--- config.mk ---
export PLATFORM = sky130hd
export DESIGN_NAME = rwg_square
export DESIGN_NICKNAME = d
export VERILOG_FILES = /design/src/design/rwg_pkg.sv /design/src/design/rwg_square.sv
export SDC_FILE = /design/constraint.sdc
export NUM_CORES = 2
export LEC_CHECK = 0
export ABC_AREA = 1
export ABC_CLOCK_PERIOD_IN_PS = 8700
export BUFFER_PORTS_ARGS = -buffer_cell sky130_fd_sc_hd__clkbuf_2
export CORE_MARGIN = 2
export CORE_UTILIZATION = 50
export CTS_BUF_LIST = sky130_fd_sc_hd__clkbuf_8
export CTS_CLUSTER_DIAMETER = 40
export DETAILED_ROUTE_END_ITERATION = 6
export PLACE_DENSITY = 0.77
export SYNTH_ARGS = -nofsm -noshare
export SYNTH_HDL_FRONTEND = slang
export SYNTH_SLANG_ARGS = --single-unit
--- constraint.sdc ---
create_clock -name clk -period 8.7 [get_ports clk]
set_input_delay 2.61 -clock clk [delete_from_list [all_inputs] [get_ports clk]]
set_output_delay 2.61 -clock clk [all_outputs]
set_load 0.01 [all_outputs]
--- src/design/rwg_pkg.sv ---
// types and constants shared by the ricker wavelet generator
// no dependencies
package rwg_pkg;

  typedef enum logic [1:0] {
    CFG_SAMPLE_COUNT = 2'd0,
    CFG_SAMPLE_STEP  = 2'd1,
    CFG_PEAK_FREQ    = 2'd2,
    CFG_UNUSED       = 2'd3
  } cfg_idx_t;

  localparam logic [34:0] TWO_PI_Q32 = 35'd26986075409;
  localparam logic [31:0] PI_Q30     = 32'd3373259426;
  localparam logic [30:0] Q30_ONE    = 31'd1073741824;
  localparam logic [63:0] ROUND_HALF = 64'd4398046511104;
  localparam int unsigned SERIES_TERMS = 10;

  // floor(2^32 / n), entry 0 unused
  localparam logic [32:0] RECIP [0:10] = '{
    33'd0, 33'd4294967296, 33'd2147483648, 33'd1431655765, 33'd1073741824,
    33'd858993459, 33'd715827882, 33'd613566756, 33'd536870912,
    33'd477218588, 33'd429496729
  };

  // request state after the front end
  typedef struct packed {
    logic        oor;
    logic        flush;
    logic        neg;
    logic [34:0] wm;
    logic [29:0] x;
    logic [30:0] r;
  } work_t;

endpackage

--- src/design/rwg_square.sv ---
// one squaring stage, r = r*r >> 30
// depends on rwg_pkg
module rwg_square (
  input  logic           clk,
  input  logic           rst,
  input  logic           adv,
  input  logic           in_vld,
  input  rwg_pkg::work_t in_work,
  output logic           out_vld,
  output rwg_pkg::work_t out_work
);
  import rwg_pkg::*;

  logic        v;
  work_t       w, w_next;
  logic [61:0] rr;

  assign rr = in_work.r * in_work.r;

  always_comb begin
    w_next   = in_work;
    w_next.r = rr[60:30];
  end

  always_ff @(posedge clk) begin
    if (rst) begin
      v <= 1'b0;
    end else if (adv) begin
      v <= in_vld;
    end
  end

  always_ff @(posedge clk) begin
    if (adv) begin
      w <= w_next;
    end
  end

  assign out_vld  = v;
  assign out_work = w;
endmodule

==> flow_summary.toml <==
[sta]
max_freq_mhz = 117
worst_pin_slew_ns = 1.15
setup-violations-final = 0
relSlewSlack_pct = 23.4
rsz0062_at_grt = "yes"
hold_viol = 0
period_minus_slack_ns = 8.51
fin_crit_sh_pct = 97.8
finClkSkew_ns = 0
finalMaxSlewViolations = 0

[worst_setup_path]
crit_buf_inv = 8
start_kind = "primary input"
critPathArrivalTime_ns = 8.69
path_class = "in -> reg"
startpoint = "in_work[12]"
worstPathMaxFanout = 8
timing.critical_path.to_type = "flop"
slowest_delay_ns = 0.57
crit_family = "adder cells"
slowest_stage = "fa_1"
required_ns = 8.88
reg2reg_from = "out_vld"
cp_common_cell = "fa_1"

[synth]
synth_edf_count = 99
synth.distinct_cells = 36
synth_top_area_cell = "fa_1"
syn_nets = 4889
synth_area_um2 = 31900
synthFlopType = "edfxtp_1"
synth_seq_area_share_pct = 9.40
netlist_instances = 3774
ys_ff_latch = 100
synthTopCellsByCount = "1302 x inv_1, 908 x nand2_1, 747 x fa_1"
synth_top_area_share_pct = 46.9
synth.most_common_cell = "inv_1"
synth.avg_cell_area_um2 = 8.44
synth.area.top_cells = "fa_1 47%, inv_1 15%, nand2_1 11%, ha_1 10%, edfxtp_1 9.3%"
async_flop_share_pct = 0
ys_warn_count = 0

[cts]
numCtsBuffers = 9
clkSlewWorstSetupHoldPaths_ns = 0.13
clockBufferDepth = 2
clock-sinks = 100
root_buffer = "clkbuf_8"
ctsHtreeMaxLevel = 3
cts_tree = "yes"
cts_setup_buffers = 0
cts_hold_buf = 0
worstSkewPairLatency_ns = 0.39

[finish]
multi_input_area_um2 = 24200
final-seq-area_um2 = 2990
synthToLayoutAreaGrowth_pct = 16.2
layout-drive-gt1-share_pct = 16.0
fillCellCount = 5456
fin_util_pct = 58.7
fin_nets = 5323
antennaDiodeCount = 0

[route]
vias = 24659
drc = 0
wire_per_inst_um = 15.9
wl_mm = 80.6
dr.pass1.iters = 7
ant_nets = 0
vias_per_cell = 4.87
drt-initial-drc-count = 1522

[grt]
grt_pass1_wl_mm = 135
grt-ovfl-total = 0
grt_start_max_net_pins = 84
grt_pass1_vias = 27311
grt.total_usage_pct = 25.7
antenna_found_initial = 0

[flow_run]
cap_violations = 0

[floorplanning]
die_w_um = 256
pin_count = 203
design.core.area_um2 = 63100
die_h_um = 256
start_util_pct = 50.5
die_area_um2 = 65700
rows = 92

[outcome]
outcome = "finished clean"

[hold_path]
hold_start = "out_vld"
min_path_type = "reg -> reg"

[placed_design]
hpwlAfterDp_mm = 71.7
place_congestion = 0.958
port_buffers = 202
[placed cells by master, fill, tap and decap left out, drive strengths merged]
master	instances
clkinvlp	2
a21o	5
nand4	14
nand3	59
clkbuf	204
inv	1306
nand3b	3
nor2	108
a21oi	68
nand2	912
xnor2	12
o211ai	1
a31o	2
edfxtp	99
nor3	9
and2	3
or2	6
dfxtp	1
mux2i	1
ha	265
buf	323
o21bai	17
o21a	1
xor2	21
o21ai	18
clkinv	2
nor4	3
a21boi	1
fa	747
[layer usage]
layer  part of all wire [%]  global-route usage, %
met1                     39                   32.6
met2                     51                   45.8
met3                    5.6                   2.68
met4                    4.0                   9.27
met5                      0                      0
[kinds of logic after synthesis]
kind of cell	count (synthesis)	share of synthesized area [%]
XOR/XNOR	33	0.907
buffers and inverters	1398	16.5
flip-flops	100	9.40
AO/OA/AOI/OAI	113	2.00
adder cells (fa/ha/maj)	1012	57.4
AND/OR/NAND/NOR	1117	13.8
multiplexers	1	0.0314
[registers in the layout (all words and copies together) (netlist names)]
name / count
out_work: 99
out_vld: 1
[what timing repair did]
action / in CTS / in global routing
setup endpoints to repair: 11 / 31
pin swaps: 0 / 28
gates resized for setup: 2 / 186
[cell type report]
cell class / instances / area share, %
Clock buffer: 9 / 0.335
Clock inverter: 7 / 0.189
Inverter: 1303 / 13.2
Multi-Input combinational cell: 2276 / 65.4
Sequential cell: 100 / 8.08
Tap cell: 846 / 2.86
Timing Repair Buffer: 518 / 9.93
[final timing paths]
path,slack [ns],end,depth (start not counted)
worst max register to register,8.11,out_vld,2
worst min register to register,0.51,out_vld,2
worst max-delay path,0.19,out_work[16],26
worst min-delay path,0.51,out_vld,2
[through the flow]
stage	TNS, ns	setup slack [ns]	hold slack (ns)	cell area [µm²]	instances
2_1_floorplan	0	0.0103	0.528	31900	3774
3_3_place_gp	-9.93	-0.467	0.475	36100	5043
3_5_place_dp	-12.32	-0.500	0.485	36100	5043
4_1_cts	0	0.0100	0.511	36300	5059
5_1_grt	-0.155	-0.0415	0.555	37000	5059
6_report	0	0.188	0.510	37000	5059
[worst min-delay path, stage by stage, from the launching register on]
cell	delay, ns
dfxtp_1	0.34
mux2i_1	0.07
nor2_1	0.07
Power is not shown: default switching activity piles up to over one toggle a cycle in this logic, so the estimate is an artifact.
