`src/design/rwg_pkg.sv`:
```
// types and constants shared by the ricker wavelet generator
// no dependencies
package rwg_pkg;

  typedef enum logic [1:0] {
    CFG_SAMPLE_COUNT = 2'd0,
    CFG_SAMPLE_STEP  = 2'd1,
    CFG_PEAK_FREQ    = 2'd2,
    CFG_UNUSED       = 2'd3
  } cfg_idx_t;

  localparam logic [34:0] TWO_PI_Q32 = 35'd26986075409;
  localparam logic [31:0] PI_Q30     = 32'd3373259426;
  localparam logic [30:0] Q30_ONE    = 31'd1073741824;
  localparam logic [63:0] ROUND_HALF = 64'd4398046511104;
  localparam int unsigned SERIES_TERMS = 10;

  // floor(2^32 / n), entry 0 unused
  localparam logic [32:0] RECIP [0:10] = '{
    33'd0, 33'd4294967296, 33'd2147483648, 33'd1431655765, 33'd1073741824,
    33'd858993459, 33'd715827882, 33'd613566756, 33'd536870912,
    33'd477218588, 33'd429496729
  };

  // request state after the front end
  typedef struct packed {
    logic        oor;
    logic        flush;
    logic        neg;
    logic [34:0] wm;
    logic [29:0] x;
    logic [30:0] r;
  } work_t;

endpackage

```
`src/design/rwg_back.sv`:
```
// back end: (1 - 2a) * exp(-a), rounding to q1.15 and saturation, zero when out of range or flushed
// depends on rwg_pkg
module rwg_back (
  input  logic           clk,
  input  logic           rst,
  input  logic           adv,
  input  logic           in_vld,
  input  rwg_pkg::work_t in_work,
  output logic           out_vld,
  output logic [15:0]    sample_value,
  output logic           out_of_range
);
  import rwg_pkg::*;

  logic        v1, v2;
  logic        oor1, fl1, neg1;
  logic [63:0] prod1, rnd;
  logic [20:0] mag;
  logic [15:0] val;

  assign rnd = prod1 + ROUND_HALF;
  assign mag = rnd[63:43];

  always_comb begin
    if (oor1 || fl1) begin
      val = '0;
    end else if (!neg1) begin
      val = (mag > 21'd32767) ? 16'd32767 : mag[15:0];
    end else if (mag > 21'd32768) begin
      val = 16'h8000;
    end else begin
      val = 16'(17'h10000 - mag[16:0]);
    end
  end

  always_ff @(posedge clk) begin
    if (rst) begin
      v1 <= 1'b0; v2 <= 1'b0;
    end else if (adv) begin
      v1 <= in_vld; v2 <= v1;
    end
  end

  always_ff @(posedge clk) begin
    if (adv) begin
      prod1        <= in_work.wm * in_work.r[30:2];
      oor1         <= in_work.oor;
      fl1          <= in_work.flush;
      neg1         <= in_work.neg;
      sample_value <= val;
      out_of_range <= oor1;
    end
  end

  assign out_vld = v2;
endmodule

```
`config.mk`:
```
export PLATFORM = sky130hd
export DESIGN_NAME = rwg_back
export DESIGN_NICKNAME = d
export VERILOG_FILES = /design/src/design/rwg_pkg.sv /design/src/design/rwg_back.sv
export SDC_FILE = /design/constraint.sdc
export NUM_CORES = 2
export LEC_CHECK = 0
export ABC_AREA = 1
export BUFFER_PORTS_ARGS = -buffer_cell sky130_fd_sc_hd__buf_2
export CAP_MARGIN = 20
export CORE_MARGIN = 2
export CORE_UTILIZATION = 60
export DETAILED_ROUTE_END_ITERATION = 10
export PLACE_DENSITY_LB_ADDON = 0.3
export SLEW_MARGIN = 20
export SYNTH_ARGS = -nofsm -noshare
export SYNTH_HDL_FRONTEND = slang
export SYNTH_SLANG_ARGS = --single-unit
```
`constraint.sdc`:
```
create_clock -name clk -period 12.72 [get_ports clk]
set_input_delay 1.908 -clock clk [delete_from_list [all_inputs] [get_ports clk]]
set_output_delay 1.908 -clock clk [all_outputs]
set_load 0.05 [all_outputs]
```
==> run metrics <==
TritonCTS clock tree=built; DR iter-0 viols=1741; CP max stage delay=640 ps; RSZ-0062 raised after global routing=false; DP HPWL=73.1 mm; min-delay worst type=flip-flop to flip-flop; WS Path Type=primary input to flip-flop; Routed Antenna Nets=0; via count=28600; final worst path period need=approximately 9000 ps; Max Root-Sink Buffers=2; grt ovf=0; Ports=121; total CTS buffers=5; status=complete, no violations; Port Buffer Count=88; die width=approximately 250 um; clock tree sinks=44; Slowest cell on crit path=buf_2; reg-to-reg slack, setup=about 10000 ps; hold violation total from the final report=0; post-synthesis adder-cell area fraction=0.572; setup ws final=between 3000 and 4000 ps; DRC Markers=0; initial antenna violation count=7; vias per cell=approximately 5.3; crit-path cells=buf_2, nand2_1, fa_1, inv_1, fa_1, fa_1, inv_1, fa_1, inv_1, fa_1, fa_1, fa_1, inv_1, fa_1, inv_1, ha_1, nand2_1, nor2_1, inv_1, nor4_1, nand3_1, nand3_1, a21oi_1, xnor2_1; drt pass-1 iters=8; Slew HR=0.339; Final nets=between 5000 and 6000; multiplexer area fraction after synthesis=0; Core ar.=about 0.06 mm2; critical path arrival=9140 ps; sequential share of the synthesized area=0.0356; Startpoint Class=primary input; Max Freq=about 110 MHz; Area growth, synth to finish=2.12%; pre-CTS WS=roughly 3500 ps; # Post-CTS Setup Buffers=0; period utilisation layout=0.712; Max-cap violations=0; H-tree levels=2; first-pass GRT wire length=153 mm; Die Y=roughly 250 um; post-CTS sizing=0; Finish-stage setup viols=0; buffers plus inverters on the worst setup path=7; Primary FF master, synth=edfxtp_1; root buf cell=clkbuf_16; hold_buf cts=0; largest net degree at the start of global routing=46; asr flop ratio synth=0; Synth Net Count=roughly 6000; number of global-route vias before repair=30900; Avg Cell Area, Syn=7.67 um2; Global Route Usage Sum=0.303; Worst Hold Path Cells=0; synthesis-stage register bit count=44; Warnings, synthesis=0; GP Congestion=slightly below 1; proportion of layout cells with a drive suffix above 1=0.0325; required time of the critical path=between 10000 and 15000 ps; setup TNS=0 ps; synth unique cells=between 40 and 50; worst r2r path cells=13; min-delay src=oor1; WL per Instance=around 17 um; clk slew on worst S/H paths=70 ps; R2R Path Start=prod1[42]; Crit path depth=24; total die area=between 0.06 and 0.07 mm2; Synth Area in Compound Gates=0.0315; clk_skew=about 3.7 ps; clock latency on the worst-skew pair=~290 ps; XOR/XNOR Fraction of Synth Area=0.00596; Fill cells=5319; main combinational cell family by area after synthesis=adder cells; Slew @ Worst Pin=991 ps; Mapped Cells=roughly 4800; most frequent CP cell=fa_1; r2r endpoint=sample_value[5]; Slew Limit Fails=0; Post-Synth Simple-Gate Area=0.175; Worst Hold Endpoint=out_of_range; top cell family by delay on the critical path=adder cells; Crit. End Element=flip-flop; Initial Util=0.606; Synth Cell Area=between 0.03 and 0.04 mm2; EDFF count, synth=42; peak fanout along the critical path=35; WL final=89.8 mm; Rows=90
## cell families (layout without fill, tap and decap cells)
logic type,Yosys count,in the layout
xor+xnor,24,24
buf+inv,1750,1628
other cells,0,1
fa+ha+maj,1138,1138
compound gates,207,207
flops,44,44
simple gates,1600,1600
## Yosys cell counts (8+ instances only)
library cell | number | area, um2
inv_1 | 1512 | 5680
xor2_1 | 17 | 149
nor2_1 | 136 | 510
o21a_1 | 8 | 60.1
nand3_1 | 76 | 380
nand2_1 | 1296 | 4860
o21bai_1 | 9 | 67.6
ha_1 | 253 | 3170
nor2_4 | 8 | 90.1
inv_2 | 8 | 30.0
edfxtp_1 | 42 | 1260
a21oi_1 | 106 | 531
nor3_1 | 19 | 95.1
clkbuf_1 | 205 | 769
o21ai_0 | 55 | 275
nand2_2 | 14 | 87.6
nand4_1 | 26 | 163
buf_1 | 18 | 67.6
fa_1 | 885 | 17700
a31oi_1 | 10 | 62.6
## flip-flops by register name (all words and copies together) (netlist names)
| signal | flops |
|---|---|
| fl1 | 1 |
| neg1 | 1 |
| oor1 | 1 |
| out_of_range | 1 |
| out_vld | 1 |
| prod1 | 22 |
| sample_value | 16 |
| v1 | 1 |
## worst max path at each step
stage,startpoint,slack [ps],end
6_report,in_work[8],3660,prod1[53]
4_1_cts,in_work[8],3770,prod1[53]
5_1_grt,in_work[8],3350,prod1[52]
3_5_place_dp,in_work[8],3490,prod1[53]
3_3_place_gp,in_work[8],3550,prod1[53]
2_1_floorplan,in_work[90],4370,prod1[52]
## placed cells by master (no fill, tap or decap), types with 5 or more instances in the layout
cell type / n
a21o_1: 7
a21oi_1: 106
a31oi_1: 10
buf_2: 88
buf_4: 10
clkbuf_16: 5
edfxtp_1: 42
fa_1: 885
ha_1: 253
inv_1: 1512
inv_2: 8
nand2_1: 1296
nand2_2: 14
nand3_1: 76
nand3b_1: 5
nand4_1: 26
nor2_1: 136
nor2_2: 6
nor2_4: 8
nor3_1: 19
nor4_1: 7
o21a_1: 8
o21ai_0: 55
o21bai_1: 9
xnor2_1: 6
xor2_1: 17
## routing by layer
metal,routed length (um),up-vias,part of all wire,global-route usage
met3,6210,197,0.069,0.0345
li1,-,13000,-,-
met2,43700,970,0.49,0.523
met5,59,-,0.00066,0
met1,37600,14400,0.42,0.415
met4,2220,10,0.025,0.0700
## metrics by stage
step           cells  area (um2)  hold WS [ps]   util
4_1_cts         5423       37300           451  0.619
3_3_place_gp    5415       37200           430  0.617
6_report        5424       37300           457  0.619
2_1_floorplan   4763       36500           427      -
3_5_place_dp    5415       37200           436  0.617
5_1_grt         5423       37300           481  0.619
## area by class of cell
type / instances / area (um2) / area share
Clock inverter: 3 / 25.0 / 0.000671
Multi-Input combinational cell: 2969 / 28600 / 0.768
Tap cell: 782 / 978 / 0.0262
Timing Repair Buffer: 98 / 515 / 0.0138
Clock buffer: 5 / 125 / 0.00335
Antenna cell: 1 / 2.50 / 0.0000671
Sequential cell: 44 / 1300 / 0.0349
Inverter: 1522 / 5710 / 0.153
Power is not shown: default switching activity piles up to over one toggle a cycle in this logic, so the estimate is an artifact.
