==> src/design/rwg_pkg.sv <==
// types and constants shared by the ricker wavelet generator
// no dependencies
package rwg_pkg;

  typedef enum logic [1:0] {
    CFG_SAMPLE_COUNT = 2'd0,
    CFG_SAMPLE_STEP  = 2'd1,
    CFG_PEAK_FREQ    = 2'd2,
    CFG_UNUSED       = 2'd3
  } cfg_idx_t;

  localparam logic [34:0] TWO_PI_Q32 = 35'd26986075409;
  localparam logic [31:0] PI_Q30     = 32'd3373259426;
  localparam logic [30:0] Q30_ONE    = 31'd1073741824;
  localparam logic [63:0] ROUND_HALF = 64'd4398046511104;
  localparam int unsigned SERIES_TERMS = 10;

  // floor(2^32 / n), entry 0 unused
  localparam logic [32:0] RECIP [0:10] = '{
    33'd0, 33'd4294967296, 33'd2147483648, 33'd1431655765, 33'd1073741824,
    33'd858993459, 33'd715827882, 33'd613566756, 33'd536870912,
    33'd477218588, 33'd429496729
  };

  // request state after the front end
  typedef struct packed {
    logic        oor;
    logic        flush;
    logic        neg;
    logic [34:0] wm;
    logic [29:0] x;
    logic [30:0] r;
  } work_t;

endpackage

==> src/design/rwg_horner.sv <==
// one term of the exp series: r = 1 - floor((x*r >> 30) / n), three stages
// depends on rwg_pkg
module rwg_horner #(
  parameter int unsigned DIVISOR = 1
) (
  input  logic           clk,
  input  logic           rst,
  input  logic           adv,
  input  logic           in_vld,
  input  rwg_pkg::work_t in_work,
  output logic           out_vld,
  output rwg_pkg::work_t out_work
);
  import rwg_pkg::*;

  logic        v1, v2, v3;
  work_t       w1, w2, w3, w3_next;
  logic [29:0] t1, t2, q2;
  logic [60:0] xr;
  logic [62:0] tm;
  logic [33:0] q0n, rem;
  logic [30:0] q;

  assign xr  = in_work.x * in_work.r;
  assign tm  = t1 * RECIP[DIVISOR];
  assign q0n = 34'(q2) * 34'(DIVISOR);
  assign rem = 34'(t2) - q0n;
  // reciprocal estimate is at most one low
  assign q   = (rem >= 34'(DIVISOR)) ? (31'(q2) + 31'd1) : 31'(q2);

  always_comb begin
    w3_next   = w2;
    w3_next.r = Q30_ONE - q;
  end

  always_ff @(posedge clk) begin
    if (rst) begin
      v1 <= 1'b0; v2 <= 1'b0; v3 <= 1'b0;
    end else if (adv) begin
      v1 <= in_vld; v2 <= v1; v3 <= v2;
    end
  end

  always_ff @(posedge clk) begin
    if (adv) begin
      w1 <= in_work;
      t1 <= xr[59:30];
      w2 <= w1;
      t2 <= t1;
      q2 <= tm[61:32];
      w3 <= w3_next;
    end
  end

  assign out_vld  = v3;
  assign out_work = w3;
endmodule

==> config.mk <==
export PLATFORM = sky130hd
export DESIGN_NAME = rwg_horner
export DESIGN_NICKNAME = d
export VERILOG_FILES = /design/src/design/rwg_pkg.sv /design/src/design/rwg_horner.sv
export SDC_FILE = /design/constraint.sdc
export NUM_CORES = 2
export LEC_CHECK = 0
export BUFFER_PORTS_ARGS = -buffer_cell sky130_fd_sc_hd__buf_2
export CELL_PAD_IN_SITES_DETAIL_PLACEMENT = 0
export CELL_PAD_IN_SITES_GLOBAL_PLACEMENT = 1
export CORE_MARGIN = 10
export CORE_UTILIZATION = 43
export DETAILED_ROUTE_END_ITERATION = 12
export PLACE_DENSITY_LB_ADDON = 0.1
export SLEW_MARGIN = 0
export SYNTH_ARGS = -nofsm -noshare
export SYNTH_HDL_FRONTEND = slang
export SYNTH_SLANG_ARGS = --single-unit
export TNS_END_PERCENT = 30
==> constraint.sdc <==
create_clock -name clk -period 16.9 [get_ports clk]
set_input_delay 1.69 -clock clk [delete_from_list [all_inputs] [get_ports clk]]
set_output_delay 1.69 -clock clk [all_outputs]
set_load 0.05 [all_outputs]
==> metrics.md <==
| Metric | Value |
|---|---|
| Total number of vias | 24500 |
| Number of global-route vias before repair | 27300 |
| Reg2reg start | q2[4] |
| Row count | between 100 and 150 |
| CP bufs+invs | 5 |
| Syn_area_per_cell | 10.7 µm² |
| TritonCTS clock tree | yes |
| Worst-path clk slew | 0.07 ns |
| RR Endpoint | out_work[23] |
| DIE WIDTH | between 300 and 400 µm |
| Max_cap viols | 0 |
| Clock Latency Late Sink | 0.58 ns |
| Post-CTS resize count | 0 |
| Min-delay src | w2[32] |
| Initial DRC count | roughly 1200 |
| DRT antenna net count | 0 |
| Die area | 103000 µm² |
| Slew Viols, Final | 0 |
| F_max | 109 MHz |
| CP max-delay cell | buf_2 |
| Drt drc | 0 |
| Worst setup SP type | input port |
| Overall global routing resource usage | 20.7% |
| Initial antenna violation count | 3 |
| Post-Syn Nets | roughly 4800 |
| I/O pin count | 203 |
| Setup Crit Path Kind | input port to flop |
| Multi-input gate area | 26400 µm² |
| Most common flop cell mapped by yosys | edfxtp_1 |
| Max stage delay on crit path | 0.61 ns |
| WL per Instance | 21.1 µm |
| Fillers | 8643 |
| R2r worst-path depth | 7 |
| Status | complete, no violations |
| Post-synth EDFFs | 295 |
| Starting Density | 43.4% |
| Htree depth | 2 |
| Clock Root Buffer | clkbuf_16 |
| Post-synthesis cell type count | 70 |
| Worst endpoint data arrival time | 9.49 ns |
| Post-Syn Area | 39100 µm² |
| Post-Place Cells | 4861 |
| Die H | between 300 and 400 µm |
| GPL Wtd Cong | between 0.8 and 0.9 |
| Post-CTS Setup Bufs | 0 |
| Core region area | 90100 µm² |
| Max-slew headroom | 26.5% |
| GRT overflow | 0 |
| Final setup violation count | 0 |
| Syn-to-layout area delta | 7.64% |
| Seq/Total Area, Yosys | 22.8% |
| Worst Hold End | out_work[32] |
| Asr flop ratio synth | 0% |
| Skew final | between 0.01 and 0.015 ns |
| FF+latch count, synth | 298 |
| Cell mode on critical path | fa_1 |
| # nets final | 4871 |
| Synth Instances | 3652 |
| Global-route wire length before repair | 164000 µm |
| Critical path endpoint category | flop |
| Util after Layout | 46.7% |
| DR vias/cell | approximately 5 |
| Period utilization | 54.2% |
| Final hold slack | 0.413 ns |
| Worst slew pin tran | ~1.1 ns |
| RSZ-0062 raised after global routing | no |
| First-pass detailed-route iteration total | 5 |
| Final hold viol count | 0 |
| Largest net degree at the start of global routing | 89 |
| Worst Hold Class | flop to flop |
| CP Data Required Time | 17.23 ns |
| Hold path cells | 0 |
| CTS sink cnt | 298 |
| Wirelength, routed | 104000 µm |
| Final TNS setup | 0 ns |
| Share of layout cells above drive strength 1 | 7.56% |
| IO buf count | 202 |
| Reg2Reg Setup Slack | approximately 14 ns |
| CTS hold repair buffers | 0 |
| Non-filler instance count after layout | around 4900 |
| CP max FO | 32 |
| DPL Wire Length | between 70000 and 80000 µm |
| Synth warn | 0 |
| Bufs on Longest Clock Path | 3 |
| Crit path time final | around 9.2 ns |
| Storage cell area | around 9000 µm² |
| Top delay family on crit path | adder cells |
| Cell Chain, Critical Path | buf_2 > and2_1 > fa_1 > fa_1 > inv_1 > fa_1 > fa_1 > fa_1 > inv_1 > fa_1 > fa_1 > inv_1 > fa_1 > inv_1 > ha_1 > a21oi_1 > a21boi_0 > a211oi_1 > o2bb2ai_1 > o21ai_0 > nand3b_1 > a31o_2 > xor2_1 |
| CTS Buf Count | 34 |
-- state kept, by name, indices dropped and copies added (netlist names) --
signal	cells
out_vld	1
out_work	99
q2	30
t1	30
v1	1
v2	1
w1	68
w2	68
-- placed cells by master, fill, tap and decap left out, types with 31 or more instances in the layout --
cell type	synthesis	routed
nor2_1	31	31
clkbuf_16	0	34
a21oi_1	44	44
fa_1	806	806
edfxtp_1	295	295
buf_2	1	201
ha_1	241	241
and2_1	560	560
xnor2_1	45	45
inv_1	823	823
nand2_1	410	410
-- cells in the mapped netlist, types with 3 or more instances --
master / instances / area [µm²]
a211oi_1: 3 / 22.5
a21boi_0: 3 / 22.5
a21o_1: 20 / 150
a21oi_1: 44 / 220
a31oi_1: 5 / 31.3
a41oi_1: 3 / 26.3
and2_1: 560 / 3500
and3_1: 8 / 50.1
and3_2: 4 / 30.0
and4_1: 4 / 35.0
clkbuf_1: 184 / 691
dfxtp_1: 3 / 60.1
edfxtp_1: 295 / 8860
fa_1: 806 / 16100
ha_1: 241 / 3020
inv_1: 823 / 3090
mux2i_1: 3 / 30.0
nand2_1: 410 / 1540
nand2b_1: 3 / 18.8
nand3_1: 11 / 55.1
nand4_1: 15 / 93.8
nor2_1: 31 / 116
nor2b_1: 5 / 31.3
nor3_1: 6 / 30.0
nor4_1: 10 / 62.6
o211ai_1: 3 / 22.5
o21a_1: 4 / 30.0
o21ai_0: 27 / 135
o21bai_1: 5 / 37.5
or3_1: 3 / 18.8
or4_1: 4 / 30.0
xnor2_1: 45 / 394
xor2_1: 19 / 166
-- worst register-to-register path: stages (launching register included) --
cell      delay, ns
edfxtp_1       0.44
or4_1          0.57
nor4_1         0.49
nand2_1        0.25
nor2_1         0.35
nand2_1        0.14
nor3_1         0.20
xnor2_1        0.10
-- metrics by stage --
stage	setup slack (ns)	area, µm²
after global routing	7.36	42100
after global placement	7.16	41000
after detailed placement	7.15	41000
after floorplan	8.53	39100
after CTS	7.72	42100
final	7.73	42100
-- worst max path at each step --
stage / start / to / slack, ns / cells after the start
floorplan: in_work[46] / t1[23] / 8.53 / 26
global placement: in_work[16] / t1[25] / 7.16 / 23
detailed placement: in_work[39] / t1[25] / 7.15 / 23
CTS: in_work[38] / t1[25] / 7.72 / 23
global route: in_work[52] / t1[26] / 7.36 / 24
finish: in_work[39] / t1[25] / 7.73 / 23
-- routing by layer --
metal | GRT usage [%] | part of all wire (%) | vias to the layer above
met1 | 26.4 | 43 | 12900
met3 | 3.37 | 4.2 | 134
met5 | 0 | 0 | -
li1 | - | - | 11000
met4 | 5.39 | 2.7 | 0
met2 | 36.3 | 51 | 457
-- logic make-up (layout without fill, tap and decap cells) --
kind of cell,Yosys count,in the layout,share of synthesized area (%)
flops,298,298,22.8
mux,3,3,0.0768
fa+ha+maj,1047,1047,49.0
other cells,0,1,0
simple gates,1087,1087,14.6
xor+xnor,64,64,1.43
buf+inv,1010,1102,9.71
compound gates,143,143,2.39
-- layout make-up --
type                    count  area share (%)
multi-input cells        2344            62.7
flip-flops and latches    298            21.2
inverters                 823            7.34
well taps                1176            3.49
repair buffers            220            2.75
clock buffers              46            2.15
clock inverters            13           0.383
diodes                      1         0.00594
Power is not shown: default switching activity piles up to over one toggle a cycle in this logic, so the estimate is an artifact.
